File: config.mk
export PLATFORM = sky130hd
export DESIGN_NAME = command_frame_matcher
export DESIGN_NICKNAME = d
export VERILOG_FILES = /design/src/cfm_pkg.sv /design/src/command_frame_matcher.sv /design/src/cfm_name_match.sv /design/src/cfm_arg_accum.sv
export SDC_FILE = /design/constraint.sdc
export NUM_CORES = 1
export LEC_CHECK = 0
export ABC_AREA = 1
export BUFFER_PORTS_ARGS = -buffer_cell sky130_fd_sc_hd__buf_4
export CORE_MARGIN = 5
export CORE_UTILIZATION = 58
export CTS_CLUSTER_SIZE = 30
export DETAILED_ROUTE_END_ITERATION = 10
export PLACE_DENSITY = 0.75
export SETUP_SLACK_MARGIN = 0.4
export SLEW_MARGIN = 20
export SYNTH_ARGS = -nofsm -noshare
export SYNTH_HDL_FRONTEND = slang
export SYNTH_HIERARCHICAL = 1
export SYNTH_SLANG_ARGS = --single-unit
File: constraint.sdc
create_clock -name i_clk -period 3.9 [get_ports i_clk]
set_input_delay 0.195 -clock i_clk [delete_from_list [all_inputs] [get_ports i_clk]]
set_output_delay 0.195 -clock i_clk [all_outputs]
set_load 0.01 [all_outputs]
File: src/cfm_pkg.sv
// ----------------------------------------------------------------------------
// cfm_pkg - shared types and constants for the command frame matcher
// Holds the command name table, character codes and result status codes.
// ----------------------------------------------------------------------------
package cfm_pkg;

    localparam int BYTE_W           = 8;
    localparam int ARG_W            = 32;
    localparam int INDEX_W          = 3;
    localparam int TABLE_SIZE       = 6;
    localparam int NAME_BUF         = 8;
    localparam int NUM_COMMANDS_DEF = 6;
    localparam int MAX_NAME_LEN_DEF = 16;

    typedef logic [BYTE_W-1:0]  t_byte;
    typedef logic [ARG_W-1:0]   t_arg;
    typedef logic [INDEX_W-1:0] t_index;

    typedef enum logic [1:0] {
        ST_WRONG_STRING = 2'd0,
        ST_WRONG_FRAME  = 2'd1,
        ST_RIGHT_FRAME  = 2'd2
    } t_status;

    localparam t_byte SEP_CHAR = 8'h5F;  // '_'
    localparam t_byte DIGIT_LO = 8'h30;  // '0'
    localparam t_byte DIGIT_HI = 8'h39;  // '9'
    localparam logic [BYTE_W:0] CASE_GAP = 9'd32;

    // Command names, padded with zero bytes past their length
    localparam t_byte CMD_NAMES [TABLE_SIZE][NAME_BUF] = '{
        '{8'h53, 8'h65, 8'h72, 8'h76, 8'h6F, 8'h31, 8'h00, 8'h00},  // Servo1
        '{8'h53, 8'h65, 8'h72, 8'h76, 8'h6F, 8'h32, 8'h00, 8'h00},  // Servo2
        '{8'h52, 8'h65, 8'h6C, 8'h61, 8'h79, 8'h6F, 8'h66, 8'h66},  // Relayoff
        '{8'h52, 8'h65, 8'h6C, 8'h61, 8'h79, 8'h6F, 8'h6E, 8'h00},  // Relayon
        '{8'h6C, 8'h65, 8'h64, 8'h6F, 8'h66, 8'h66, 8'h00, 8'h00},  // ledoff
        '{8'h4C, 8'h65, 8'h64, 8'h6F, 8'h6E, 8'h00, 8'h00, 8'h00}   // Ledon
    };

    localparam logic [3:0] CMD_LENS [TABLE_SIZE] = '{4'd6, 4'd6, 4'd8, 4'd7, 4'd6, 4'd5};

endpackage

File: src/command_frame_matcher.sv
// ----------------------------------------------------------------------------
// command_frame_matcher - matches name_number command frames
// Checks each name byte against a fixed command table (case-insensitive by
// the 32 code gap), collects the decimal argument after the underscore and
// reports one result per frame on its final byte.
// ----------------------------------------------------------------------------
//
//  Channel   Direction  Handshake                 Payload
//  -------   ---------  ------------------------  ------------------------------
//  in        sink       i_in_valid / o_in_stall   i_char_byte, i_is_last
//  out       source     o_out_valid / i_out_stall o_frame_status,
//                                                 o_command_index, o_argument_value
//
//  - One byte per cycle sustained while the input is not stalled. A byte lands
//    in the input register, from which the compare/multiply-by-ten path updates
//    the frame state; the final byte of a frame loads the result register, so a
//    result shows once its last byte has passed both registers in that order.
//  - The register-to-register path is the table compare plus the acc*10+digit add.
//  - i_rst_n is synchronous and active low; it clears the frame state and the
//    valid flags of the input register and the result register.
//  - The input stalls only while a final byte sits in the input register and
//    the previous result is still held by a stalled output.
//
module command_frame_matcher #(
    parameter int NUM_COMMANDS = cfm_pkg::NUM_COMMANDS_DEF,
    parameter int MAX_NAME_LEN = cfm_pkg::MAX_NAME_LEN_DEF
) (
    input  logic                   i_clk,
    input  logic                   i_rst_n,
    input  logic                   i_in_valid,
    output logic                   o_in_stall,
    input  cfm_pkg::t_byte         i_char_byte,
    input  logic                   i_is_last,
    output logic                   o_out_valid,
    input  logic                   i_out_stall,
    output logic [1:0]             o_frame_status,
    output cfm_pkg::t_index        o_command_index,
    output cfm_pkg::t_arg          o_argument_value
);
    import cfm_pkg::*;

    localparam int POS_W  = $clog2(MAX_NAME_LEN + 1);
    localparam int ACTIVE = (NUM_COMMANDS < TABLE_SIZE) ? NUM_COMMANDS : TABLE_SIZE;
    localparam logic [NUM_COMMANDS-1:0] FLAGS_INIT =
        NUM_COMMANDS'((32'd1 << ACTIVE) - 32'd1);

    // Input register
    logic                    r_in_valid;
    t_byte                   r_in_byte;
    logic                    r_in_last;

    // Frame state
    logic                    r_number;
    logic                    r_bad;
    logic [POS_W-1:0]        r_pos;
    logic [NUM_COMMANDS-1:0] r_flags;
    t_arg                    r_acc;

    logic                    n_number;
    logic                    n_bad;
    logic [POS_W-1:0]        n_pos;
    logic [NUM_COMMANDS-1:0] n_flags;
    t_arg                    n_acc;

    // Result register
    logic                    r_out_valid;
    t_status                 r_status;
    t_index                  r_index;
    t_arg                    r_arg;

    t_status                 n_status;
    t_index                  n_index;
    t_arg                    n_arg;

    logic                    in_accept;
    logic                    process;
    logic                    is_sep;
    logic [NUM_COMMANDS-1:0] match_flags;
    t_arg                    accum_acc;
    logic                    accum_bad;

    // Hold the input only when a final byte cannot hand over its result
    assign o_in_stall = r_in_valid && r_in_last && r_out_valid && i_out_stall;
    assign in_accept  = i_in_valid && !o_in_stall;
    assign process    = r_in_valid && !o_in_stall;
    assign is_sep     = (r_in_byte == SEP_CHAR);

    cfm_name_match #(
        .NUM_COMMANDS (NUM_COMMANDS),
        .POS_W        (POS_W)
    ) u_name_match (
        .i_byte   (r_in_byte),
        .i_is_sep (is_sep),
        .i_pos    (r_pos),
        .i_flags  (r_flags),
        .o_flags  (match_flags)
    );

    cfm_arg_accum u_arg_accum (
        .i_byte (r_in_byte),
        .i_acc  (r_acc),
        .i_bad  (r_bad),
        .o_acc  (accum_acc),
        .o_bad  (accum_bad)
    );

    // Next frame state after folding in the byte of the input register
    always_comb begin
        n_number = r_number;
        n_bad    = r_bad;
        n_pos    = r_pos;
        n_flags  = r_flags;
        n_acc    = r_acc;
        if (r_number) begin
            n_acc = accum_acc;
            n_bad = accum_bad;
        end else if (is_sep) begin
            n_flags  = match_flags;
            n_number = 1'b1;
        end else begin
            n_flags = match_flags;
            // Saturate the name position; no command is that long
            if (r_pos < POS_W'(MAX_NAME_LEN)) begin
                n_pos = r_pos + POS_W'(1);
            end
        end
    end

    // Result decode: wrong string wins over wrong frame
    always_comb begin
        n_status = ST_WRONG_STRING;
        n_index  = '0;
        n_arg    = '0;
        if (!n_number || n_bad) begin
            n_status = ST_WRONG_STRING;
        end else if (n_flags == '0) begin
            n_status = ST_WRONG_FRAME;
        end else begin
            n_status = ST_RIGHT_FRAME;
            n_arg    = n_acc;
            // Lowest-numbered surviving command wins
            for (int k = NUM_COMMANDS - 1; k >= 0; k--) begin
                if (n_flags[k]) begin
                    n_index = INDEX_W'(k);
                end
            end
        end
    end

    // Input register
    always_ff @(posedge i_clk) begin
        if (!i_rst_n) begin
            r_in_valid <= 1'b0;
        end else if (in_accept) begin
            r_in_valid <= 1'b1;
        end else if (process) begin
            r_in_valid <= 1'b0;
        end
        if (in_accept) begin
            r_in_byte <= i_char_byte;
            r_in_last <= i_is_last;
        end
    end

    // Frame state: return to the start-of-frame state after the final byte
    always_ff @(posedge i_clk) begin
        if (!i_rst_n) begin
            r_number <= 1'b0;
            r_bad    <= 1'b0;
            r_pos    <= '0;
            r_flags  <= FLAGS_INIT;
            r_acc    <= '0;
        end else if (process) begin
            if (r_in_last) begin
                r_number <= 1'b0;
                r_bad    <= 1'b0;
                r_pos    <= '0;
                r_flags  <= FLAGS_INIT;
                r_acc    <= '0;
            end else begin
                r_number <= n_number;
                r_bad    <= n_bad;
                r_pos    <= n_pos;
                r_flags  <= n_flags;
                r_acc    <= n_acc;
            end
        end
    end

    // Result register
    always_ff @(posedge i_clk) begin
        if (!i_rst_n) begin
            r_out_valid <= 1'b0;
        end else if (process && r_in_last) begin
            r_out_valid <= 1'b1;
        end else if (!i_out_stall) begin
            r_out_valid <= 1'b0;
        end
        if (process && r_in_last) begin
            r_status <= n_status;
            r_index  <= n_index;
            r_arg    <= n_arg;
        end
    end

    assign o_out_valid      = r_out_valid;
    assign o_frame_status   = r_status;
    assign o_command_index  = r_index;
    assign o_argument_value = r_arg;

    // A stall toward the input only ever comes from a held result
    a_stall_cause: assert property (@(posedge i_clk) disable iff (!i_rst_n)
        o_in_stall |-> (r_out_valid && i_out_stall && r_in_last))
        else $error("input stalled without a held result");

    // A right frame names a command that exists in the table
    a_index_range: assert property (@(posedge i_clk) disable iff (!i_rst_n)
        (r_out_valid && r_status == ST_RIGHT_FRAME) |->
        (r_index < INDEX_W'(ACTIVE)))
        else $error("command index beyond the table");

    // Failed frames carry zero index and argument
    a_fail_zero: assert property (@(posedge i_clk) disable iff (!i_rst_n)
        (r_out_valid && r_status != ST_RIGHT_FRAME) |->
        (r_index == '0 && r_arg == '0))
        else $error("failed frame carries payload");

    // Flags beyond the table never come up
    a_flags_bound: assert property (@(posedge i_clk) disable iff (!i_rst_n)
        (r_flags & ~FLAGS_INIT) == '0)
        else $error("flag set beyond the table");

    // After a final byte is processed the frame state is back at its start
    a_frame_restart: assert property (@(posedge i_clk) disable iff (!i_rst_n)
        (process && r_in_last) |=> (!r_number && !r_bad && r_pos == '0))
        else $error("frame state not cleared after final byte");

endmodule

File: src/cfm_name_match.sv
// ----------------------------------------------------------------------------
// cfm_name_match - parallel compare of one name byte against the command table
// Clears the flag of every command that the byte rules out.
// ----------------------------------------------------------------------------
module cfm_name_match #(
    parameter int NUM_COMMANDS = cfm_pkg::NUM_COMMANDS_DEF,
    parameter int POS_W        = 5
) (
    input  cfm_pkg::t_byte           i_byte,
    input  logic                     i_is_sep,
    input  logic [POS_W-1:0]         i_pos,
    input  logic [NUM_COMMANDS-1:0]  i_flags,
    output logic [NUM_COMMANDS-1:0]  o_flags
);
    import cfm_pkg::*;

    localparam int NB_W = $clog2(NAME_BUF);

    logic [BYTE_W:0] c_ext;

    assign c_ext = {1'b0, i_byte};

    for (genvar k = 0; k < NUM_COMMANDS; k++) begin : g_cmd
        if (k < TABLE_SIZE) begin : g_live
            logic [BYTE_W:0] t_ext;
            logic            in_range;
            logic            byte_ok;
            logic            keep;

            assign t_ext    = {1'b0, CMD_NAMES[k][i_pos[NB_W-1:0]]};
            assign in_range = (i_pos < POS_W'(CMD_LENS[k])) && (i_pos < POS_W'(NAME_BUF));
            // Equal, or off by the upper/lower case gap in either direction
            assign byte_ok  = (c_ext == t_ext) || ((c_ext + CASE_GAP) == t_ext)
                              || (c_ext == (t_ext + CASE_GAP));
            // At the separator only the name length still has to agree
            assign keep     = i_is_sep ? (i_pos == POS_W'(CMD_LENS[k]))
                                       : (in_range && byte_ok);
            assign o_flags[k] = i_flags[k] & keep;
        end else begin : g_none
            assign o_flags[k] = 1'b0;
        end
    end

endmodule

File: src/cfm_arg_accum.sv
// ----------------------------------------------------------------------------
// cfm_arg_accum - decimal argument accumulator
// Folds one digit into the running value, flags any non-digit byte.
// ----------------------------------------------------------------------------
module cfm_arg_accum (
    input  cfm_pkg::t_byte i_byte,
    input  cfm_pkg::t_arg  i_acc,
    input  logic           i_bad,
    output cfm_pkg::t_arg  o_acc,
    output logic           o_bad
);
    import cfm_pkg::*;

    logic is_digit;
    t_byte digit;

    assign is_digit = (i_byte >= DIGIT_LO) && (i_byte <= DIGIT_HI);
    assign digit    = i_byte - DIGIT_LO;

    // acc * 10 as two shifts and an add, wrapping at the word width
    assign o_acc = is_digit ? ((i_acc << 3) + (i_acc << 1) + ARG_W'(digit)) : i_acc;
    assign o_bad = i_bad | ~is_digit;

endmodule

==> results.md, run 1 <==
* Vias at 8,030
* Mapped Cells at about 1,300
* Slew Viols, Final at 0
* Post-Synthesis Mean Instance Area at ~6.5 sq um
* Pwr/cell area at 249 nW/um^2
* Worst path slowest cell: fa_1
* Crit-path max cell delay at 0.50 ns
* Global-route usage over all layers at 0.266
* Status: complete, no violations
* Max-capacitance violation count at 0
* Initial antenna violation count at 0
* Req. time, crit path at 4.00 ns
* DIE WIDTH at 130 microns
* CTS root buffer: clkbuf_16
* Fin area at 9180 sq um
* Crit. End Element: flop
* Final setup vio count at 0
* Standard-cell rows at 43
* CTS tree: done
* Clock Skew at 0.0115 ns
* DRT Wirelength at 21,700 microns
* Critical path class: reg -> reg
* Syn Nets at 1,357
* Die height at about 130 microns
* Die ar. at 16,800 sq um
* I/O pins at 52
* Switching share of total power at 0.267
* Final Hold Viols at 0
* Crit path max fanout at 4
* Core Footprint at about 14,000 sq um
* Slack of the critical path at ~0.54 ns
* Overflow after GRT at 0
* DP Area at 8790 sq um
* Synth unique cells at 42
* Fillers at approximately 1,300
* Post-DRT Antenna Nets at 0
* Antenna Cells at 0
* Max Fclk at 298 MHz
* TNS Setup at 0 ns
* Leakage at 4.56 nW
* Hold_buf cts at 0
* GPL Wtd Cong at about 1.0
* Area occupied by multi-input gates at between 5000 and 6000 sq um
* Crit path cell chain: a21oi_2, xor2_1, fa_1, ha_4, nand2_2, inv_1, nand2_1, nand2_1, nand2_1, nand3b_1, buf_4, xnor2_1, o21ai_1, or2_2, o21a_1, inv_1, nor2_1
* Worst Setup Start Kind: flop
* Synth Cell Area at 8290 sq um
* Reg clk slew, reported paths at 0.07 ns
* First-pass GRT wire length at around 36,000 microns
* Layout area overhead at 10.8%
* Sequential fraction of the synthesis area at 0.280
* Post-DP HPWL at 15,900 microns
* Place WS at 0.365 ns
* Pint at 1.67 mW
* Depth of the CTS H-tree at 3
* Min Tclk post-route at 3.36 ns
* Crit path DAT at 3.46 ns
* Clk sinks at 93
* Commonest non-fill, non-tap cell in the layout: nand2_1
* Most frequent cells in the layout: nand2_1, inv_1, nor2_1
* CTS buffer count at 9
* Final core occ at 0.659
* Crit-path most repeated cell: nand2_1
* Sequential share of power at 0.465
* Port buffer count at just over 50
* Switching Power at roughly 610 uW
* Comb power frac at 0.134
* Wire per inst at approximately 14 microns
* Period utilization at 0.862
* Slew HR at 0.388
* Pre-antenna DRT Iters at 5
* VDD IR max at between 0.15 and 0.2 mV
* Largest net degree at the start of global routing at 45
* Post-route DRC at 0
* Starting density of the core at 0.595
* Clock group share of total power at 0.401
* Detailed router's first-iteration violation count at 625
* HP Class: in -> reg
* Worst skew pair latency at 0.36 ns
* Reg area at 2320 sq um
* Share of cells above drive strength 1 at 0.123
* Vias in the first global route at 7,308
* Clk buf depth at 2
* Synth warn at 6
* Flops & latches, synth at 93
* Nets at approximately 1,400
* Vias per inst at 5.35
* Slew at the pin closest to its max-slew limit at roughly 0.91 ns
* RSZ-0062 raised after global routing: yes
## path summary, 6_finish.rpt
kind / cells past startpoint / slack (ns) / startpoint / end
min: 1 / 0.02 / i_char_byte[3] / r_in_byte[3]$_DFFE_PP_
min reg2reg: 2 / 0.48 / r_flags[0]$_SDFFE_PN1N_ / r_flags[0]$_SDFFE_PN1N_
max: 17 / 0.54 / r_in_byte[4]$_DFFE_PP_ / o_argument_value[13]$_SDFFCE_PP0P_
max reg2reg: 17 / 0.54 / r_in_byte[4]$_DFFE_PP_ / o_argument_value[13]$_SDFFCE_PP0P_
## layer usage
metal  up-vias  wire length, microns  global-route usage
met2       246                  9680               0.424
met5         -                     0                   0
met1      3646                 10300               0.374
met4         0                   445              0.0850
met3        30                  1210              0.0392
li1       4108                     -                   -
## registers in the layout, summed over array words and instances, names as in the netlist
signal / cells
r_in_byte: 8
o_frame_status: 2
o_command_index: 3
r_bad: 1
r_number: 1
r_acc: 32
r_in_last: 1
r_in_valid: 1
o_argument_value: 32
r_flags: 6
r_pos: 5
o_out_valid: 1
## synthesized netlist by cell type, drive strengths merged
cell / instances / area [sq um]
a21boi: 1 / 7.51
a21o: 1 / 7.51
a21oi: 77 / 397
a31oi: 2 / 12.5
and2: 2 / 12.5
buf: 21 / 161
clkbuf: 14 / 52.6
clkinv: 2 / 7.51
dfxtp: 47 / 941
edfxtp: 46 / 1380
fa: 6 / 120
ha: 65 / 813
inv: 169 / 642
nand2: 471 / 1840
nand3: 101 / 526
nand3b: 6 / 45.0
nand4: 5 / 31.3
nor2: 113 / 447
nor3: 3 / 15.0
nor3b: 1 / 7.51
o21a: 32 / 240
o21ai: 26 / 130
o21bai: 3 / 22.5
o31ai: 1 / 7.51
or2: 36 / 225
xnor2: 17 / 149
xor2: 5 / 43.8
## stage by stage
step / hold slack [ns] / total power [mW] / instances
CTS: 0.00445 / 2.29 / 1501
global route: 0.00130 / 2.38 / 1502
global placement: 0.374 / 1.37 / 1484
detailed placement: 0.374 / 1.38 / 1484
finish: 0.0161 / 2.28 / 1502
floorplan: 0.294 / 1.29 / 1273
## logic make-up after synthesis
logic type | synth area share
adder cells (fa/ha/maj) | 0.113
AO/OA/AOI/OAI | 0.0995
AND/OR/NAND/NOR | 0.380
XOR/XNOR | 0.0233
flip-flops | 0.280
buffers and inverters | 0.104
## critical path, delay by kind of cell, from the launching register on
family	cells	cell delay [ns]
compound gates	3	0.37
buf+inv	3	0.30
fa+ha+maj	2	0.76
flops	1	0.45
xor+xnor	2	0.46
simple gates	7	0.76
## what timing repair did
item | 4_1_cts | 5_1_grt
endpoints found under the setup margin | 3 | 44
endpoints found under the hold margin | 0 | 0
resized for setup | 0 | 12
pin swaps | 0 | 5
buffers inserted | 1 | 1
## power by group through the flow
stage          registers [mW]  clock network, mW  logic, mW
2_1_floorplan            1.09                  0      0.196
4_1_cts                  1.06              0.930      0.297
3_5_place_dp             1.08                  0      0.294
3_3_place_gp             1.08                  0      0.291
5_1_grt                  1.07              0.973      0.342
6_report                 1.06              0.915      0.307
## final cells by class
| cell class | count | area share |
|---|---|---|
| Timing Repair Buffer | 68 | 0.0556 |
| Clock buffer | 10 | 0.0260 |
| Clock inverter | 6 | 0.00736 |
| Inverter | 171 | 0.0707 |
| Tap cell | 180 | 0.0245 |
| Sequential cell | 93 | 0.253 |
| Multi-Input combinational cell | 974 | 0.563 |
Note: power is estimated with default switching activity, not from simulation.
==> inputs of run 2 (changes only) <==
==> constraint.sdc (replaced) <==
create_clock -name i_clk -period 3.1 [get_ports i_clk]
set_input_delay 0.155 -clock i_clk [delete_from_list [all_inputs] [get_ports i_clk]]
set_output_delay 0.155 -clock i_clk [all_outputs]
set_load 0.01 [all_outputs]
==> run 2 against run 1 <==
The flow now finishes with violations (setup timing). Clock power increased by 27%. Final cell count rose by 3.3%. Power up 30%. Sequential power grew 26%. Via count rose by 6.9%.
==> results.md, run 2 (synthesis gave the netlist of run 1 again) <==
* VDD IR max at 0.268 mV (+45%)
* TNS Setup at -1.73 ns (-1.73 ns)
* Pre-antenna DRT Iters at 7 (+2)
* Antenna Cells at 0 (unchanged)
* GPL Wtd Cong at 0.933 (-10%)
* Switching Power at 833 uW (+36%)
* Clk buf depth at 2 (unchanged)
* Clock Skew at 0.0105 ns (-0.00103 ns)
* CTS buffer count at 9 (unchanged)
* Detailed router's first-iteration violation count at 688 (+10%)
* Starting density of the core at 0.595 (unchanged)
* Most frequent cells in the layout: nand2_1, inv_1, buf_4
* Depth of the CTS H-tree at 3 (unchanged)
* Total Power at 2.97 mW (+30%)
* Place WS at -0.107 ns (-0.472 ns)
* Comb power frac at 0.160 (+0.026)
* Max-capacitance violation count at 0 (unchanged)
* Die ar. at 16,800 sq um (unchanged)
* RSZ-0062 raised after global routing: yes
* Fillers at 1,118 (-15%)
* DRT Wirelength at 25,200 microns (+17%)
* Slew Viols, Final at 0 (unchanged)
* Leakage at 4.98 nW (+9.2%)
* Standard-cell rows at 43 (unchanged)
* Slack of the critical path at -0.133 ns (-0.672 ns)
* Crit. End Element: flop
* Clk sinks at 93 (unchanged)
* Slew at the pin closest to its max-slew limit at 0.715 ns (-0.200 ns)
* DIE WIDTH at 130 microns (unchanged)
* Worst Setup Start Kind: flop
* Pint at 2.14 mW (+28%)
* Die height at 130 microns (unchanged)
* Pwr/cell area at 286 nW/um^2 (+15%)
* Largest net degree at the start of global routing at 39 (-13%)
* Final setup vio count at 30 (+30)
* Period utilization at 1.04 (+0.181)
* CTS tree: done
* Slew HR at 0.523 (+0.135)
* Nets at 1,450 (+3.5%)
* Failing checks: setup timing
* Global-route usage over all layers at 0.302 (+0.0360)
* Final core occ at 0.744 (+0.0849)
* Crit path DAT at 3.34 ns (-0.12 ns)
* Post-DRT Antenna Nets at 0 (unchanged)
* Overflow after GRT at 0 (unchanged)
* CTS root buffer: clkbuf_16
* Initial antenna violation count at 0 (unchanged)
* Vias at 8,583 (+6.9%)
* Worst skew pair latency at 0.36 ns (about the same)
* HP Class: in -> reg
* Status: complete, but fails checks
* Post-route DRC at 0 (unchanged)
* Share of cells above drive strength 1 at 0.238 (+0.114)
* Vias per inst at 5.53 (+3.5%)
* Critical path class: reg -> reg
* Req. time, crit path at 3.21 ns (-0.79 ns)
* Crit path max fanout at 4 (unchanged)
* Switching share of total power at 0.281 (+0.0134)
* Post-DP HPWL at 17,800 microns (+12%)
* Wire per inst at 16.3 microns (+13%)
* Core Footprint at 13,900 sq um (unchanged)
* I/O pins at 52 (unchanged)
* First-pass GRT wire length at 40,100 microns (+12%)
* Fin Hold WS at 0.0763 ns (+0.0602 ns)
* Min Tclk post-route at 3.23 ns (-0.128 ns)
* Vias in the first global route at 7,777 (+6.4%)
* Sequential share of power at 0.450 (-0.015)
* Max Fclk at 309 MHz (+3.9%)
* Final Hold Viols at 0 (unchanged)
* Commonest non-fill, non-tap cell in the layout: nand2_1
* Reg clk slew, reported paths at 0.07 ns (about the same)
* Clock group share of total power at 0.390 (-0.011)
* Port buffer count at 51 (unchanged)
* Layout area overhead at 25.1%
## run 2: cell types whose count changed in the layout (fill, tap and decap cells not counted), sizes merged
cell         previous run  this run
nand2                 471       473
dlygate4sd3             0         9
buf                    68       106
clkinvlp                1         2
inv                   171       170
## run 2: per-layer routing
| layer | routed length, microns | GRT usage | vias to the layer above |
|---|---|---|---|
| met5 | 0 | 0 | - |
| met4 | 694 | 0.0862 | 0 |
| met3 | 1620 | 0.0458 | 61 |
| met2 | 11900 | 0.501 | 321 |
| met1 | 11000 | 0.413 | 3986 |
| li1 | - | - | 4215 |
## run 2: path summary, 6_finish.rpt
path	from	endpoint	slack, ns	cells past startpoint
hold reg to reg	r_flags[3]$_SDFFE_PN1N_	r_flags[3]$_SDFFE_PN1N_	0.47	2
setup reg to reg	r_in_byte[5]$_DFFE_PP_	o_argument_value[13]$_SDFFCE_PP0P_	-0.13	17
setup / recovery	r_in_byte[5]$_DFFE_PP_	o_argument_value[13]$_SDFFCE_PP0P_	-0.13	17
hold / removal	i_rst_n	r_pos[3]$_SDFFE_PN0P_	0.08	3
## run 2: power by group through the flow
stage          logic [mW]  clock network [mW]  registers (mW)
2_1_floorplan       0.262                   0            1.37
3_3_place_gp        0.398                   0            1.36
3_5_place_dp        0.399                   0            1.36
4_1_cts             0.446                1.16            1.34
5_1_grt             0.522                1.21            1.34
6_report            0.476                1.16            1.34
## run 2: repair_timing
action / 4_1_cts / 5_1_grt
hold buffers: 9 / 0
setup endpoints to repair: 60 / 63
resized for setup: 76 / 97
setup buffers: 7 / 6
gates cloned: 2 / 0
pin swaps: 63 / 69
endpoints found under the hold margin: 9 / 0
## run 2: cell type report
class	count	area, sq um	share of cell area
multi-input cells	976	5930	0.572
clock inverters	6	70.1	0.00676
clock buffers	10	229	0.0221
flip-flops and latches	93	2330	0.225
repair buffers	115	925	0.0892
inverters	171	659	0.0636
well taps	180	225	0.0217
## run 2: critical path, cell delays in order, from the launching register on
cell and delay, ns:
edfxtp_1 0.45, ha_2 0.24, xnor2_2 0.19, fa_1 0.48, ha_4 0.35, nand2_4 0.06
nand2_4 0.08, nand2_2 0.05, nand2_1 0.05, nand2_1 0.04, nand3b_1 0.20, buf_6 0.15
xnor2_4 0.11, o21ai_1 0.07, or2_4 0.23, o21a_1 0.12, inv_1 0.06, nor2_1 0.03
## run 2: metrics by stage
step | std cells | instance area (sq um)
2_1_floorplan | 1273 | 8430
3_3_place_gp | 1511 | 9140
3_5_place_dp | 1511 | 9140
4_1_cts | 1545 | 9940
5_1_grt | 1551 | 10400
6_report | 1551 | 10400
